$ cat config.mk
export PLATFORM = sky130hd
export DESIGN_NAME = rsb_scale
export DESIGN_NICKNAME = d
export VERILOG_FILES = /design/src/rtl/rsb_pkg.sv /design/src/rtl/rsb_scale.sv
export SDC_FILE = /design/constraint.sdc
export NUM_CORES = 2
export LEC_CHECK = 0
export BUFFER_PORTS_ARGS = -buffer_cell sky130_fd_sc_hd__buf_2
export CAP_MARGIN = 10
export CORE_UTILIZATION = 40
export CTS_CLUSTER_SIZE = 30
export DETAILED_ROUTE_END_ITERATION = 16
export PLACE_DENSITY = 0.64
export SYNTH_ARGS = -nofsm -noshare
export SYNTH_HDL_FRONTEND = slang
export SYNTH_SLANG_ARGS = --single-unit
$ cat constraint.sdc
create_clock -name aclk -period 8.9 [get_ports aclk]
set_clock_uncertainty 0.2 [all_clocks]
set_input_delay 1.335 -clock aclk [delete_from_list [all_inputs] [get_ports aclk]]
set_output_delay 1.335 -clock aclk [all_outputs]
set_load 0.01 [all_outputs]
$ cat src/rtl/rsb_pkg.sv
// Shared types, register indexes and datapath widths of the rotated sprite blitter.
`default_nettype none

package rsb_pkg;

    localparam int RSB_DISPLAY_W = 128;
    localparam int RSB_DISPLAY_H = 128;
    localparam int RSB_SRC_MAX_W = 128;
    localparam int RSB_SRC_MAX_H = 128;

    localparam int CFG_IDX_W  = 3;
    localparam int CFG_DATA_W = 64;

    localparam logic [31:0] SIN_COS_RST    = 32'h0000_4000;
    localparam logic [31:0] SCALE_PAIR_RST = 32'h0100_0100;

    localparam logic OP_LOAD = 1'b0;
    localparam logic OP_MAP  = 1'b1;

    // datapath widths
    localparam int DIFF_W = 34;  // px*256 - cx*scale
    localparam int X0_W   = 26;  // placement origin
    localparam int PIV_W  = 33;  // pivot times scale, Q.12
    localparam int DX_W   = 40;  // offset from pivot, Q.12
    localparam int PROD_W = 56;  // offset times sin or cos
    localparam int SUM_W  = 57;
    localparam int U1_W   = 31;
    localparam int W_W    = 44;
    localparam int U2_W   = 32;
    localparam int Q_W    = 49;  // times reciprocal scale
    localparam int S_W    = 41;  // source coordinate
    localparam int IDX_W  = 13;  // coordinate index, covers 4096

    typedef enum logic [CFG_IDX_W-1:0] {
        REG_PLACE_XY    = 3'd0,
        REG_CENTER_XY   = 3'd1,
        REG_PIVOT_XY    = 3'd2,
        REG_SIN_COS     = 3'd3,
        REG_SCALE_PAIR  = 3'd4,
        REG_CROP_WINDOW = 3'd5,
        REG_KEY_COLOR   = 3'd6,
        REG_SOURCE_SIZE = 3'd7
    } reg_idx_t;

    typedef struct packed {
        logic        opcode;
        logic [6:0]  coord_x;
        logic [6:0]  coord_y;
        logic [31:0] pixel_color;
    } in_item_t;

    typedef struct packed {
        logic        draw;
        logic [6:0]  out_x;
        logic [6:0]  out_y;
        logic [31:0] out_color;
    } out_item_t;

    // request data that rides along the pipeline
    typedef struct packed {
        logic        opcode;
        logic        ok;      // map: inside window / source; load: address in range
        logic [6:0]  x;
        logic [6:0]  y;
        logic [31:0] color;
    } side_t;

    typedef struct packed {
        logic signed [PIV_W-1:0] xrs;
        logic signed [PIV_W-1:0] yrs;
    } piv_t;

    typedef struct packed {
        logic signed [15:0] px;
        logic signed [15:0] py;
        logic [15:0]        cx;
        logic [15:0]        cy;
        logic signed [15:0] xr;
        logic signed [15:0] yr;
        logic signed [15:0] sn;
        logic signed [15:0] cs;
        logic [15:0]        sc;
        logic [15:0]        rc;
        logic signed [15:0] xs0;
        logic signed [15:0] xw;
        logic signed [15:0] ys0;
        logic signed [15:0] yw;
        logic [31:0]        key;
        logic [15:0]        sw;
        logic [15:0]        sh;
    } cfg_t;

endpackage

`default_nettype wire

$ cat src/rtl/rsb_scale.sv
// Scale stages: reciprocal multiply, source bounds test and image address.
`default_nettype none

module rsb_scale import rsb_pkg::*; #(
    parameter int SRC_MAX_W = RSB_SRC_MAX_W,
    parameter int SRC_MAX_H = RSB_SRC_MAX_H,
    localparam int DEPTH = SRC_MAX_W * SRC_MAX_H,
    localparam int AW = (DEPTH > 1) ? $clog2(DEPTH) : 1
) (
    input  logic                   aclk,
    input  logic                   aresetn,
    input  cfg_t                   cfg,
    input  logic                   in_valid,
    output logic                   in_ready,
    input  side_t                  in_side,
    input  logic signed [U2_W-1:0] in_u,
    input  logic signed [U2_W-1:0] in_v,
    output logic                   out_valid,
    input  logic                   out_ready,
    output side_t                  out_side,
    output logic [AW-1:0]          out_addr
);

    logic v1_reg, v2_reg, v3_reg;
    logic en1, en2, en3;

    side_t s1_reg, s2_reg, s3_reg, s3_next;

    logic signed [Q_W-1:0] qu_reg, qv_reg, qu_next, qv_next, qu_b, qv_b;
    logic signed [S_W-1:0] sx_reg, sy_reg, sx_next, sy_next;
    logic [AW-1:0]         addr_reg, addr_next;
    logic [IDX_W-1:0]      xi, yi;
    logic                  x_in, y_in;

    assign en3 = !v3_reg || out_ready;
    assign en2 = !v2_reg || en3;
    assign en1 = !v1_reg || en2;
    assign in_ready = en1;

    always_comb begin
        qu_next = $signed(in_u) * $signed({1'b0, cfg.rc});
        qv_next = $signed(in_v) * $signed({1'b0, cfg.rc});

        qu_b    = qu_reg + $signed({{(Q_W-8){1'b0}}, {8{qu_reg[Q_W-1]}}});
        qv_b    = qv_reg + $signed({{(Q_W-8){1'b0}}, {8{qv_reg[Q_W-1]}}});
        sx_next = qu_b[Q_W-1:8];
        sy_next = qv_b[Q_W-1:8];

        x_in = !sx_reg[S_W-1]
            && (sx_reg[S_W-2:0] < (S_W-1)'(cfg.sw))
            && (sx_reg[S_W-2:0] < (S_W-1)'(SRC_MAX_W));
        y_in = !sy_reg[S_W-1]
            && (sy_reg[S_W-2:0] < (S_W-1)'(cfg.sh))
            && (sy_reg[S_W-2:0] < (S_W-1)'(SRC_MAX_H));

        s3_next = s2_reg;
        if (s2_reg.opcode == OP_MAP) begin
            xi         = sx_reg[IDX_W-1:0];
            yi         = sy_reg[IDX_W-1:0];
            s3_next.ok = s2_reg.ok && x_in && y_in;
        end else begin
            xi = IDX_W'(s2_reg.x);
            yi = IDX_W'(s2_reg.y);
        end
        addr_next = AW'(32'(yi) * SRC_MAX_W + 32'(xi));
    end

    always_ff @(posedge aclk) begin
        if (!aresetn) begin
            v1_reg <= 1'b0;
            v2_reg <= 1'b0;
            v3_reg <= 1'b0;
        end else begin
            if (en1) v1_reg <= in_valid;
            if (en2) v2_reg <= v1_reg;
            if (en3) v3_reg <= v2_reg;
        end
    end

    always_ff @(posedge aclk) begin
        if (en1) begin
            s1_reg <= in_side;
            qu_reg <= qu_next;
            qv_reg <= qv_next;
        end
        if (en2) begin
            s2_reg <= s1_reg;
            sx_reg <= sx_next;
            sy_reg <= sy_next;
        end
        if (en3) begin
            s3_reg   <= s3_next;
            addr_reg <= addr_next;
        end
    end

    assign out_valid = v3_reg;
    assign out_side  = s3_reg;
    assign out_addr  = addr_reg;

endmodule

`default_nettype wire

Yosys cells after proc, flatten, opt, wreduce, memory -nomap -nowiden. Index checks and enable logic that the tools add are counted. W data, S select, Z words.

Flip-flop bits (word level): 341. Input port bits: 404. RAM bits: 0. Memories: 0. Latch bits: 0. Memory bits (read-only): 0. Word-level logic and storage cells: 49.

Multiply operators: 2. Bitwise logic cells: 0. Add/subtract/negate cells: 3. Shift-type cells: 0. Muxes and demuxes: 3. Divide/modulo/power cells: 0. Eq/ne operators: 0. Magnitude comparators: 4. Reduce and logical (&&, ||, !) cells: 14.

Operator list (number): $add A49 B9 Y49 (2); $mul A32 B17 Y49 (2); $lt A40 B16 Y1 (2); $lt A40 B8 Y1 const B (2); $add A14 B13 Y14 (1); $mux W13 (1); $mux W7 (1); $logic_and A1 B1 Y1 (6); $logic_not A1 Y1 (5); $logic_or A1 B1 Y1 (3); $mux W1 (1).

Depth between registers and ports, before layout.
Depth in word-level cells: 6. Depth in mapped cells: 27. Gate-level depth less buffers: 24.

Worst setup path before layout. OpenSTA, ideal clock, no wires.

Kind: input port to flip-flop. Start: input cfg[130] (netlist bit). End: register qv_reg[40], data pin. Cell stages on the path: 22. Arrival: 7.086 ns. Path buffers: 2. Path slack: 1.349 ns. Setup time: 0.265 ns. Cell sequence: clkbuf_1 -> clkbuf_1 -> nand2_1 -> fa_1 -> fa_1 -> fa_1 -> inv_1 -> fa_1 -> fa_1 -> inv_1 -> fa_1 -> inv_1 -> ha_1 -> a21oi_1 -> o21bai_1 -> a211o_1 -> a221o_1 -> a21oi_1 -> a21oi_1 -> or3_1 -> a21oi_1 -> xnor2_1.

Cells in the longest elaborated chain, start to end: 1.

Ends and longest elaborated chain: start: declaration (line rsb_scale.sv:12) `input cfg_t cfg,`; $mul A32 B17 Y49 (line rsb_scale.sv:42) `qv_next = $signed(in_v) * $signed({1'b0, cfg.rc});`; via qv_next[40] (line rsb_scale.sv:29) `logic signed [Q_W-1:0] qu_reg, qv_reg, qu_next, qv_next, qu_b, qv_b;`; end signal: assignment (line rsb_scale.sv:84) `qv_reg <= qv_next;`; end: declaration (line rsb_scale.sv:29).

The timed path passes the listed nets, and every way through them passes these cells. A chain may end at the register's enable or synchronous reset.

Final worst setup path.
Start: input cfg[131] (netlist bit). End: register qu_reg[48], data pin.

Cells in the longest elaborated chain, start to end: 1.

Ends and longest elaborated chain: $mul A32 B17 Y49 (line rsb_scale.sv:41) `qu_next = $signed(in_u) * $signed({1'b0, cfg.rc});`; via qu_next[48] (line rsb_scale.sv:29); end signal: assignment (line rsb_scale.sv:83) `qu_reg <= qu_next;`; end: declaration (line rsb_scale.sv:29).

The timed path passes the listed nets, and every way through them passes these cells.

==> impl_metrics.ini <==
[synth]
synth_fa_ha_area_share_pct = 46.81
ys_warn_count = 0
synth_top_family_by_area = adder cells
syn_inst = 4918
synth_compound_gate_area_share_pct = 4.288
synthMuxAreaShare_pct = 0.3137
synth-xor-area-share_pct = 3.205
synth_nets = 6585
synthTopCellsByCount = inv_1, fa_1, nand2_1, and2_1, edfxtp_1
yosysTopAreaCellShare_pct = 39.63
yosysSeqAreaShare_pct = 20.64
syn_area_sq_mm = 0.04946
yosysUniqueCellTypes = 66
postSynth.asyncResetShare_pct = 0
post-synth-top-count-cell = inv_1
ys_ff_latch = 341
synthSimpleGateAreaFrac_pct = 14.15
synthFlopType = edfxtp_1
postSynthAreaPerCell_sq_um = 10.06
synth_area_leaders = fa_1, edfxtp_1, inv_1, ha_1, and2_1
synth_edf_count = 338
yosysTopAreaCell = fa_1

[timing]
hold_violations = 0
tightest_slew_ns = 1.076
slew_viol_final = 0
finalSetupViolations = 0
setup_ws_ns = 0.7852
maxSlewHeadroom_pct = 27.60
rsz0062_at_grt = false
max_freq_mhz = 123.2
period_share_pct = 91.18
min_period_ns = 8.115
final.setup.tns_ns = 0

[min_path]
min_from = s1_reg[7]$_DFFE_PP_
worst_hold_path_type = reg -> reg

[place]
dp_slack_ns = 0.3162
dp_cells = 6675
hpwl_mm = 95.88
routabilityCongestion = 0.8493
io_buffers = 227

[drt]
vias_per_cell = 5.013
drc_errors = 0
vias = 33825
dr.pass1.iters = 5
antenna_left = 0
drt-initial-drc-count = 2507
routed_wl_mm = 121.1
routedWlPerCell_microns = 17.94

[clocking]
insertion_delay_ns = 0.57
cts_sinks = 341
cts_made_buffers = 38
ctsHoldBuffers = 0
clkTransAtPathRegs_ns = 0.06
cts_tree = done
h-tree-depth = 2
post_cts_resize_count = 0
cts_root_buffer = clkbuf_16
post-cts-setup-buffers = 0
clockBufferDepth = 3

[finish]
layout-drive-gt1-share_pct = 8.283
fin_nets = 6757
area_growth_pct = 9.510
seqCellArea_sq_mm = 0.01021
multi_input_comb_area_sq_mm = 0.03403
n_fill_cell = 11673
fin_cells = 6748

[global_route]
grt_usage_pct = 20.15
antenna_found_initial = 12
grt_max_degree = 70
grt-ovfl-total = 0
grt_pass1_vias = 36297
grt_pass1_wl_mm = 197.8

[die]
die_area_sq_mm = 0.1251
std_cell_rows = 128
die_y_microns = 353.6
initial_core_util_pct = 40.47
boundaryPins = 468
fp.dieW_microns = 353.6
core_sq_mm = 0.1222

[critical_path]
required_ns = 9.02
crit_end = qu_reg[48]$_DFFE_PP_
path_cells = buf_2 -> buf_4 -> nand2_1 -> fa_1 -> inv_1 -> fa_1 -> fa_1 -> fa_1 -> fa_1 -> inv_1 -> fa_1 -> inv_1 -> ha_1 -> nand4_1 -> nor2b_1 -> o2111ai_1 -> and3b_1 -> o31a_1 -> o2111ai_1 -> a21oi_1 -> xnor2_1 -> buf_4
r2r_start = sy_reg[15]$_DFFE_PP_
path_class = in -> reg
cp_slowest_stage_delay_ns = 0.56
crit_top_cell = fa_1
reg2reg_to = out_side[46]$_DFFE_PP_
crit_start = cfg[131]
worstPathArrival_ns = 8.24
slowest_stage = fa_1
end_kind = flop
critPathMaxFanout = 22
start_kind = primary input
r2r_cells = 8
r2r_slack_ns = 4.88

[outcome]
status = complete, no violations

[flow_run]
maxCapViolations = 0
## metrics by stage
stage / hold WS, ns / area, sq um / utilization, %
2_1_floorplan: 0.2003 / 49460 / -
3_3_place_gp: 0.2010 / 52870 / 43.26
3_5_place_dp: 0.2045 / 52870 / 43.26
4_1_cts: 0.2104 / 54150 / 44.31
5_1_grt: 0.2225 / 54150 / 44.31
6_report: 0.2181 / 54160 / 44.32
## critical path: cells and delay by family
| family | cells | cell delay, ns |
|---|---|---|
| AO/OA/AOI/OAI | 4 | 1.02 |
| XOR/XNOR | 1 | 0.15 |
| adder cells (fa/ha/maj) | 7 | 3.41 |
| buffers and inverters | 6 | 1.40 |
| AND/OR/NAND/NOR | 4 | 0.88 |
## kinds of logic (layout without fill, tap and decap cells)
group	count (synthesis)	count (layout)
AOI/OAI and AO/OA	322	322
xor gates and xnor gates	181	181
adders and majority gates	1263	1263
buffers and inverters	1394	1595
DFF	341	341
muxes	14	14
other	0	4
and+or+nand+nor	1403	1403
## worst min path at each step
| stage | cells after the start | end | slack [ns] |
|---|---|---|---|
| final | 0 | s2_reg[7]$_DFFE_PP_ | 0.22 |
| after global placement | 0 | s2_reg[43]$_DFFE_PP_ | 0.20 |
| after floorplan | 0 | out_side[0]$_DFFE_PP_ | 0.20 |
| after detailed placement | 0 | s2_reg[4]$_DFFE_PP_ | 0.20 |
| after CTS | 0 | s2_reg[45]$_DFFE_PP_ | 0.21 |
| after global routing | 0 | s2_reg[35]$_DFFE_PP_ | 0.22 |
## area by class of cell
| type | instances | area share, % |
|---|---|---|
| multi-input combinational | 3183 | 62.84 |
| clock buffer | 45 | 1.844 |
| clock inverter | 24 | 0.5290 |
| tap | 1625 | 3.754 |
| inverter | 1192 | 8.261 |
| timing repair buffer | 334 | 3.904 |
| sequential | 341 | 18.85 |
| antenna | 4 | 0.01848 |
## per-layer routing
metal  track usage (%)  vias to the layer above  share of wire, %
li1                  -                    15124                 -
met1             27.36                    17336                43
met2             32.96                     1130                47
met3             3.459                      217               7.0
met4             6.069                       18               3.2
met5                 0                        -             0.088
## cell usage in the layout (no fill, tap or decap), types with 12 or more instances in the layout
master / n
inv_1: 1191
fa_1: 979
nand2_1: 647
and2_1: 487
edfxtp_1: 338
ha_1: 284
buf_2: 227
xnor2_1: 134
a21oi_1: 95
buf_4: 93
nand3_1: 68
a21o_1: 66
nor2_1: 57
xor2_1: 47
o21ai_0: 45
clkbuf_16: 39
nand4_1: 34
nor3_1: 26
and3_1: 23
o21bai_1: 18
nor4_1: 18
o21a_1: 15
a211oi_1: 14
buf_12: 14
o211ai_1: 12
mux2_2: 12
Power is not shown: default switching activity piles up to over one toggle a cycle in this logic, so the estimate is an artifact.
