## config.mk

```make
export PLATFORM = sky130hd
export DESIGN_NAME = rsb_front
export DESIGN_NICKNAME = d
export VERILOG_FILES = /design/src/rtl/rsb_pkg.sv /design/src/rtl/rsb_front.sv
export SDC_FILE = /design/constraint.sdc
export NUM_CORES = 2
export LEC_CHECK = 0
export BUFFER_PORTS_ARGS = -buffer_cell sky130_fd_sc_hd__buf_2
export CAP_MARGIN = 30
export CORE_MARGIN = 1
export CORE_UTILIZATION = 60
export DETAILED_ROUTE_END_ITERATION = 6
export PLACE_DENSITY = 0.82
export SLEW_MARGIN = 20
export SYNTH_ARGS = -nofsm -noshare
export SYNTH_HDL_FRONTEND = slang
export SYNTH_SLANG_ARGS = --single-unit
```

## constraint.sdc

```tcl
create_clock -name aclk -period 18.3 [get_ports aclk]
set_clock_uncertainty 0.15 [all_clocks]
set_input_delay 0.915 -clock aclk [delete_from_list [all_inputs] [get_ports aclk]]
set_output_delay 0.915 -clock aclk [all_outputs]
set_load 0.02 [all_outputs]
```

## src/rtl/rsb_pkg.sv

```systemverilog
// Shared types, register indexes and datapath widths of the rotated sprite blitter.
`default_nettype none

package rsb_pkg;

    localparam int RSB_DISPLAY_W = 128;
    localparam int RSB_DISPLAY_H = 128;
    localparam int RSB_SRC_MAX_W = 128;
    localparam int RSB_SRC_MAX_H = 128;

    localparam int CFG_IDX_W  = 3;
    localparam int CFG_DATA_W = 64;

    localparam logic [31:0] SIN_COS_RST    = 32'h0000_4000;
    localparam logic [31:0] SCALE_PAIR_RST = 32'h0100_0100;

    localparam logic OP_LOAD = 1'b0;
    localparam logic OP_MAP  = 1'b1;

    // datapath widths
    localparam int DIFF_W = 34;  // px*256 - cx*scale
    localparam int X0_W   = 26;  // placement origin
    localparam int PIV_W  = 33;  // pivot times scale, Q.12
    localparam int DX_W   = 40;  // offset from pivot, Q.12
    localparam int PROD_W = 56;  // offset times sin or cos
    localparam int SUM_W  = 57;
    localparam int U1_W   = 31;
    localparam int W_W    = 44;
    localparam int U2_W   = 32;
    localparam int Q_W    = 49;  // times reciprocal scale
    localparam int S_W    = 41;  // source coordinate
    localparam int IDX_W  = 13;  // coordinate index, covers 4096

    typedef enum logic [CFG_IDX_W-1:0] {
        REG_PLACE_XY    = 3'd0,
        REG_CENTER_XY   = 3'd1,
        REG_PIVOT_XY    = 3'd2,
        REG_SIN_COS     = 3'd3,
        REG_SCALE_PAIR  = 3'd4,
        REG_CROP_WINDOW = 3'd5,
        REG_KEY_COLOR   = 3'd6,
        REG_SOURCE_SIZE = 3'd7
    } reg_idx_t;

    typedef struct packed {
        logic        opcode;
        logic [6:0]  coord_x;
        logic [6:0]  coord_y;
        logic [31:0] pixel_color;
    } in_item_t;

    typedef struct packed {
        logic        draw;
        logic [6:0]  out_x;
        logic [6:0]  out_y;
        logic [31:0] out_color;
    } out_item_t;

    // request data that rides along the pipeline
    typedef struct packed {
        logic        opcode;
        logic        ok;      // map: inside window / source; load: address in range
        logic [6:0]  x;
        logic [6:0]  y;
        logic [31:0] color;
    } side_t;

    typedef struct packed {
        logic signed [PIV_W-1:0] xrs;
        logic signed [PIV_W-1:0] yrs;
    } piv_t;

    typedef struct packed {
        logic signed [15:0] px;
        logic signed [15:0] py;
        logic [15:0]        cx;
        logic [15:0]        cy;
        logic signed [15:0] xr;
        logic signed [15:0] yr;
        logic signed [15:0] sn;
        logic signed [15:0] cs;
        logic [15:0]        sc;
        logic [15:0]        rc;
        logic signed [15:0] xs0;
        logic signed [15:0] xw;
        logic signed [15:0] ys0;
        logic signed [15:0] yw;
        logic [31:0]        key;
        logic [15:0]        sw;
        logic [15:0]        sh;
    } cfg_t;

endpackage

`default_nettype wire

```

## src/rtl/rsb_front.sv

```systemverilog
// Front stages: crop test, placement origin and offset from the scaled pivot.
`default_nettype none

module rsb_front import rsb_pkg::*; #(
    parameter int DISPLAY_W = RSB_DISPLAY_W,
    parameter int DISPLAY_H = RSB_DISPLAY_H,
    parameter int SRC_MAX_W = RSB_SRC_MAX_W,
    parameter int SRC_MAX_H = RSB_SRC_MAX_H
) (
    input  logic                   aclk,
    input  logic                   aresetn,
    input  cfg_t                   cfg,
    input  logic                   in_valid,
    output logic                   in_ready,
    input  in_item_t               in_item,
    output logic                   out_valid,
    input  logic                   out_ready,
    output side_t                  out_side,
    output piv_t                   out_piv,
    output logic signed [DX_W-1:0] out_dx,
    output logic signed [DX_W-1:0] out_dy
);

    logic v1_reg, v2_reg, v3_reg, v4_reg;
    logic en1, en2, en3, en4;

    side_t s1_reg, s2_reg, s3_reg, s4_reg;
    side_t s1_next;
    piv_t  p1_reg, p2_reg, p3_reg, p4_reg;
    piv_t  p1_next;

    logic [31:0] cxsc_reg, cysc_reg, cxsc_next, cysc_next;
    logic signed [DIFF_W-1:0] dfx_reg, dfy_reg, dfx_next, dfy_next;
    logic signed [DIFF_W-1:0] dfx_b, dfy_b;
    logic signed [X0_W-1:0]   x0_reg, y0_reg, x0_next, y0_next;
    logic signed [26:0]       dxa, dya;
    logic signed [DX_W-1:0]   dx_reg, dy_reg, dx_next, dy_next;

    logic signed [16:0] xe, ye, ci, cj;
    logic               crop_ok, load_ok;

    assign en4 = !v4_reg || out_ready;
    assign en3 = !v3_reg || en4;
    assign en2 = !v2_reg || en3;
    assign en1 = !v1_reg || en2;
    assign in_ready = en1;

    // stage 1: window test, center and pivot products
    always_comb begin
        ci = $signed({10'b0, in_item.coord_x});
        cj = $signed({10'b0, in_item.coord_y});
        xe = $signed({cfg.xs0[15], cfg.xs0}) + $signed({cfg.xw[15], cfg.xw});
        ye = $signed({cfg.ys0[15], cfg.ys0}) + $signed({cfg.yw[15], cfg.yw});
        crop_ok = (ci >= $signed({cfg.xs0[15], cfg.xs0})) && (ci < xe)
               && (int'(in_item.coord_x) < DISPLAY_W)
               && (cj >= $signed({cfg.ys0[15], cfg.ys0})) && (cj < ye)
               && (int'(in_item.coord_y) < DISPLAY_H);
        load_ok = (int'(in_item.coord_x) < SRC_MAX_W) && (int'(in_item.coord_y) < SRC_MAX_H);

        s1_next.opcode = in_item.opcode;
        s1_next.ok     = (in_item.opcode == OP_MAP) ? crop_ok : load_ok;
        s1_next.x      = in_item.coord_x;
        s1_next.y      = in_item.coord_y;
        s1_next.color  = in_item.pixel_color;

        cxsc_next   = cfg.cx * cfg.sc;
        cysc_next   = cfg.cy * cfg.sc;
        p1_next.xrs = $signed(cfg.xr) * $signed({1'b0, cfg.sc});
        p1_next.yrs = $signed(cfg.yr) * $signed({1'b0, cfg.sc});
    end

    // stage 2: place*256 - center*scale
    always_comb begin
        dfx_next = $signed({{10{cfg.px[15]}}, cfg.px, 8'b0}) - $signed({2'b0, cxsc_reg});
        dfy_next = $signed({{10{cfg.py[15]}}, cfg.py, 8'b0}) - $signed({2'b0, cysc_reg});
    end

    // stage 3: divide by 256 toward zero
    always_comb begin
        dfx_b   = dfx_reg + $signed({{(DIFF_W-8){1'b0}}, {8{dfx_reg[DIFF_W-1]}}});
        dfy_b   = dfy_reg + $signed({{(DIFF_W-8){1'b0}}, {8{dfy_reg[DIFF_W-1]}}});
        x0_next = dfx_b[DIFF_W-1:8];
        y0_next = dfy_b[DIFF_W-1:8];
    end

    // stage 4: offset from pivot in Q.12
    always_comb begin
        dxa = $signed({20'b0, s3_reg.x}) - $signed({x0_reg[X0_W-1], x0_reg});
        dya = $signed({20'b0, s3_reg.y}) - $signed({y0_reg[X0_W-1], y0_reg});
        dx_next = $signed({dxa[26], dxa, 12'b0})
                - $signed({{(DX_W-PIV_W){p3_reg.xrs[PIV_W-1]}}, p3_reg.xrs});
        dy_next = $signed({dya[26], dya, 12'b0})
                - $signed({{(DX_W-PIV_W){p3_reg.yrs[PIV_W-1]}}, p3_reg.yrs});
    end

    always_ff @(posedge aclk) begin
        if (!aresetn) begin
            v1_reg <= 1'b0;
            v2_reg <= 1'b0;
            v3_reg <= 1'b0;
            v4_reg <= 1'b0;
        end else begin
            if (en1) v1_reg <= in_valid;
            if (en2) v2_reg <= v1_reg;
            if (en3) v3_reg <= v2_reg;
            if (en4) v4_reg <= v3_reg;
        end
    end

    always_ff @(posedge aclk) begin
        if (en1) begin
            s1_reg   <= s1_next;
            p1_reg   <= p1_next;
            cxsc_reg <= cxsc_next;
            cysc_reg <= cysc_next;
        end
        if (en2) begin
            s2_reg  <= s1_reg;
            p2_reg  <= p1_reg;
            dfx_reg <= dfx_next;
            dfy_reg <= dfy_next;
        end
        if (en3) begin
            s3_reg <= s2_reg;
            p3_reg <= p2_reg;
            x0_reg <= x0_next;
            y0_reg <= y0_next;
        end
        if (en4) begin
            s4_reg <= s3_reg;
            p4_reg <= p3_reg;
            dx_reg <= dx_next;
            dy_reg <= dy_next;
        end
    end

    assign out_valid = v4_reg;
    assign out_side  = s4_reg;
    assign out_piv   = p4_reg;
    assign out_dx    = dx_reg;
    assign out_dy    = dy_reg;

endmodule

`default_nettype wire

```

Word level (Yosys, flattened, before mapping). Index checks and enable logic that the tools add are counted.

Reduce and logical (&&, ||, !) cells: 11. Multiply operators: 4. $add $sub $neg: 10. $lt $le $gt $ge: 4.

Operators by type and width (number): $sub A39 B33 Y40 (2); $add A34 B9 Y34 (2); $sub A24 B33 Y34 (2); $mul A16 B17 Y33 (2); $mul A16 B16 Y32 (2); $sub A8 B26 Y27 (2); $add A16 B16 Y17 (2); $lt A8 B17 Y1 (2); $ge A8 B16 Y1 (2); $logic_not A1 Y1 (4); $logic_or A1 B1 Y1 (4); $logic_and A1 B1 Y1 (3).

Flip-flop bits (word level): 724. Input port bits: 339. Output and inout bits: 196. Logic and storage cells: 69.

Longest topological paths before layout.
Depth in word-level cells: 5. Depth in mapped cells: 25. Mapped depth without buffers: 22.

Worst setup path before layout. No wires, ideal clock.

Kind: input to register. From: input port cfg[159] (netlist name). To: register p1_reg[63] (netlist name) (data pin). Stages: 22. Data arrival time: 6.914 ns. Required time: 17.880 ns. Library setup time: 0.270 ns. Path slack: 10.966 ns. Path buffers: 2. Cell sequence: clkbuf_1 clkbuf_1 nand2_1 fa_1 fa_1 inv_1 fa_1 fa_1 fa_1 inv_1 fa_1 inv_1 ha_1 and3_1 and4_1 nand2_1 or4_1 o21ai_0 o41a_1 a2111oi_1 nor4_1 or3b_2.

RTL lines: start: declaration (line rsb_front.sv:12) `input cfg_t cfg,`; end signal: assignment (line rsb_front.sv:113) `p1_reg <= p1_next;`; end: declaration (line rsb_front.sv:29) `piv_t p1_reg, p2_reg, p3_reg, p4_reg;`.

Worst setup path after layout.
From: input port cfg[151] (netlist name). To: register cxsc_reg[29] (data pin).

Word-level cells in the longest chain between the ends: 1.

Ends and longest elaborated chain: $mul A16 B16 Y32 (line rsb_front.sv:66) `cxsc_next = cfg.cx * cfg.sc;`; via cxsc_next[29] (line rsb_front.sv:32) `logic [31:0] cxsc_reg, cysc_reg, cxsc_next, cysc_next;`; end signal: assignment (line rsb_front.sv:114) `cxsc_reg <= cxsc_next;`; end: declaration (line rsb_front.sv:32).

The timed path passes the listed nets, and every way through them passes these cells. A chain may end at the register's enable or synchronous reset.

==> results.md <==
Outcome:
- The run finished with clean final reports.

Critical path:
- In this run the worst path has a maximum fanout of 64.
- The cell with the largest stage delay on the worst path is buf_4.
- The signal on the critical path passes through buf_2 > buf_4 > nand2_1 > fa_1 > inv_1 > fa_1 > inv_1 > fa_1 > inv_1 > fa_1 > fa_1 > inv_1 > fa_1 > inv_1 > ha_1 > a21o_1 > a21oi_1 > nand4_1 > nand3_1 > a21oi_1 > o41ai_1 > a21boi_0.
- The category of the critical setup timing path is in -> reg.
- For the worst setup path, the data required time is 18.46 ns.
- The cell family contributing the most delay on the critical path is adder cells.
- The stage delay of the slowest cell on the critical path is 0.75 ns.
- In this design, the critical path's most frequently occurring cell is fa_1.
- STA classifies the critical path startpoint as a primary input.
- For the worst setup path, the data arrival time is 8.00 ns.
- The critical path contains buffers and inverters numbering 7 combined.
- The element type at the critical path end is a flip-flop.

Placement:
- The cell count after placement is 8,058.
- The HPWL after detailed placement is 121,700 um.
- The count of buffers added on input and output ports is 422.
- At the end of routability-driven placement, the weighted congestion stood at 0.9042.

Layout:
- The filler cell count in the final layout is 8,293.
- The fraction of layout instances using a drive strength above 1 is 0.09029.
- The most frequent standard cell in the layout excluding fill and tap cells is inv_1.
- The area added between synthesis and finish is 8.985%.
- The number of nets at the end of the flow is 8,411.
- The final cell count without fillers is 8,199.
- In the layout the commonest cells are inv_1 (1,148), fa_1 (780), edfxtp_1 (718).

Hold path:
- In this run the worst hold path is classified as reg -> reg.

Synth:
- The post-synthesis area per instance is 10.58 um2.
- Yosys printed 0 warnings.
- The share of synthesized area in the top cell type comes to 0.3225.
- Ranked by total cell area, the synthesized netlist is headed by edfxtp_1 (32%), fa_1 (23%), ha_1 (12%).
- The synthesized netlist contains 84 unique library cells.
- The post-synthesis instance area is 66,850 um2.
- The number of synthesized register bits is 722.
- The proportion of synthesized flip-flops having asynchronous set or reset is 0.
- The number of nets handed over by synthesis was 8,086.
- The share of the Yosys chip area taken by registers is 0.3237.
- The leading area contributor after synthesis is edfxtp_1.
- In this run, synthesis inferred 718 flip-flops with an integrated enable.
- The post-synthesis instance total is 6,321.
- Among all flip-flop cells after synthesis, the most frequent one is edfxtp_1.

STA:
- The summed negative setup slack over all endpoints is 0 ns.
- The max-slew violation total from the final report is 0.
- Setup repair after global routing left no endpoint under its margin.
- The final hold violation count was 0.
- Headroom to the max-slew limit came out at 0.3414.
- The time the worst path needs with I/O delays and setup is 7.844 ns.
- The fraction of the cycle the final worst path needs is 0.4286.
- For this run, the top clock speed supported by timing is 127.5 MHz.
- The final setup violation count is 0.
- The transition time at the pin with the least slew margin is 0.9879 ns.

Detailed routing:
- After detailed routing, the average wire length per cell comes to 19.55 um.
- After the first detailed-routing iteration, the DRC count stood at 3,115.
- The detail route stage leaves a number of antenna-violating nets equal to 0.
- Detailed routing inserted a total of 46,310 vias.
- Wires add up to 160,300 um.
- The first detailed-routing pass took 5 iterations.
- The number of remaining DRC errors is 0.
- Dividing the detail-routed via count by the number of cells gives 5.648.

CTS:
- The clock net sink count is 722.
- Clock latency on the worst-skew pair, taken at its later pin, is 0.64 ns.
- The count of hold-fix buffers inserted at cts is 0.
- The number of cells upsized or downsized after cts is 0.
- The longest clock path from root to sink contains 3 buffers.
- The clock tree synthesis step divided the H-tree into 3 levels.
- After clock tree synthesis, the clock-pin slew on the worst setup and hold paths is 0.06 ns.
- The clock tree from TritonCTS is done.
- The number of buffers created by CTS is 71.
- In this run the clock root is driven by a clkbuf_16.
- Buffers added to address setup during post-CTS repair amount to 0.

Job:
- The max-cap check violation count is 0.

Floorplan:
- The height of the die is 335.8 um.
- The die covers 112,800 um2.
- After floorplanning, the core was divided into 122 placement rows.
- For this configuration, the core starts out at a cell density of 0.6049.
- The width of the die is 335.8 um.
- The core area is 110,500 um2.
- The number of top-level design ports is 535.

GRT:
- The global router's overall resource usage is 0.2891.
- The first-pass GRT wire length is 254,400 um.
- The largest net degree at the start of global routing is 114.
- Summed over all layers, the global routing overflow is 0.
- The number of antenna violations at the first check in global routing came to 27.
- The via count of the first global-routing pass is 48,586.
-- per-layer routing --
layer	vias to the layer above	GRT usage	share of wire
li1	21208	-	-
met1	22733	0.3595	0.39
met2	1928	0.4879	0.48
met3	411	0.05669	0.083
met4	30	0.1327	0.044
met5	-	0	0.0012
-- worst reg2reg max path, cell delays in order (launching register included) --
cell and delay [ns]:
edfxtp_1 0.48, inv_1 0.10, ha_1 0.16, inv_1 0.06
fa_1 0.42, a21o_1 0.20, a21oi_1 0.24, o21ai_0 0.12
a21o_1 0.21, a21oi_1 0.68, nor2_1 0.11, xnor2_1 0.65
ha_1 0.32, nand2_1 0.10, or2_2 0.30, o31ai_2 0.76
a2bb2oi_1 0.28, a211oi_1 0.42, nor3_1 0.13, o21ai_0 0.23
xor2_1 0.09
-- cell usage after synthesis (all sizes together) (99+ instances only) --
| cell | instances |
|---|---|
| fa | 780 |
| a21oi | 205 |
| inv | 1151 |
| edfxtp | 718 |
| xnor2 | 237 |
| o21ai | 124 |
| ha | 646 |
| clkbuf | 197 |
| nand2 | 667 |
| nor2 | 224 |
| a21o | 99 |
| and2 | 499 |
-- cell type report --
class,instances,area (um2),area share
multi-input cells,4247,40150,0.5511
inverters,1152,4339,0.05955
clock inverters,45,604.3,0.008294
diodes,10,25.02,0.0003434
clock buffers,83,1822,0.02500
repair buffers,452,2417,0.03318
flip-flops and latches,722,21640,0.2970
well taps,1488,1862,0.02555
-- kinds of logic after synthesis --
kind of cell	count (synthesis)	share of synthesized area
simple gates	1783	0.1330
fa+ha+maj	1426	0.3545
buf+inv	1352	0.07604
flops	722	0.3237
compound gates	704	0.06897
xor+xnor	330	0.04323
mux	4	0.0006176
-- stage by stage --
stage	util	hold slack, ns	area, um2	setup slack, ns
final	0.6593	0.2636	72860	10.46
after detailed placement	0.6363	0.2545	70320	9.828
after global placement	0.6360	0.2502	70290	9.892
after global routing	0.6592	0.2610	72850	10.04
after floorplan	-	0.2503	66850	10.97
after CTS	0.6583	0.2564	72750	10.51
-- worst paths after layout --
kind	slack, ns	from	endpoint	cells after the start
worst max-delay path	10.46	cfg[151]	cxsc_reg[29]	22
worst min-delay path	0.26	p1_reg[11]	p2_reg[11]	0
worst max register to register	11.84	s3_reg[39]	out_dx[38]	20
worst min register to register	0.26	p1_reg[11]	p2_reg[11]	0
Power is not shown: default switching activity piles up to over one toggle a cycle in this logic, so the estimate is an artifact.
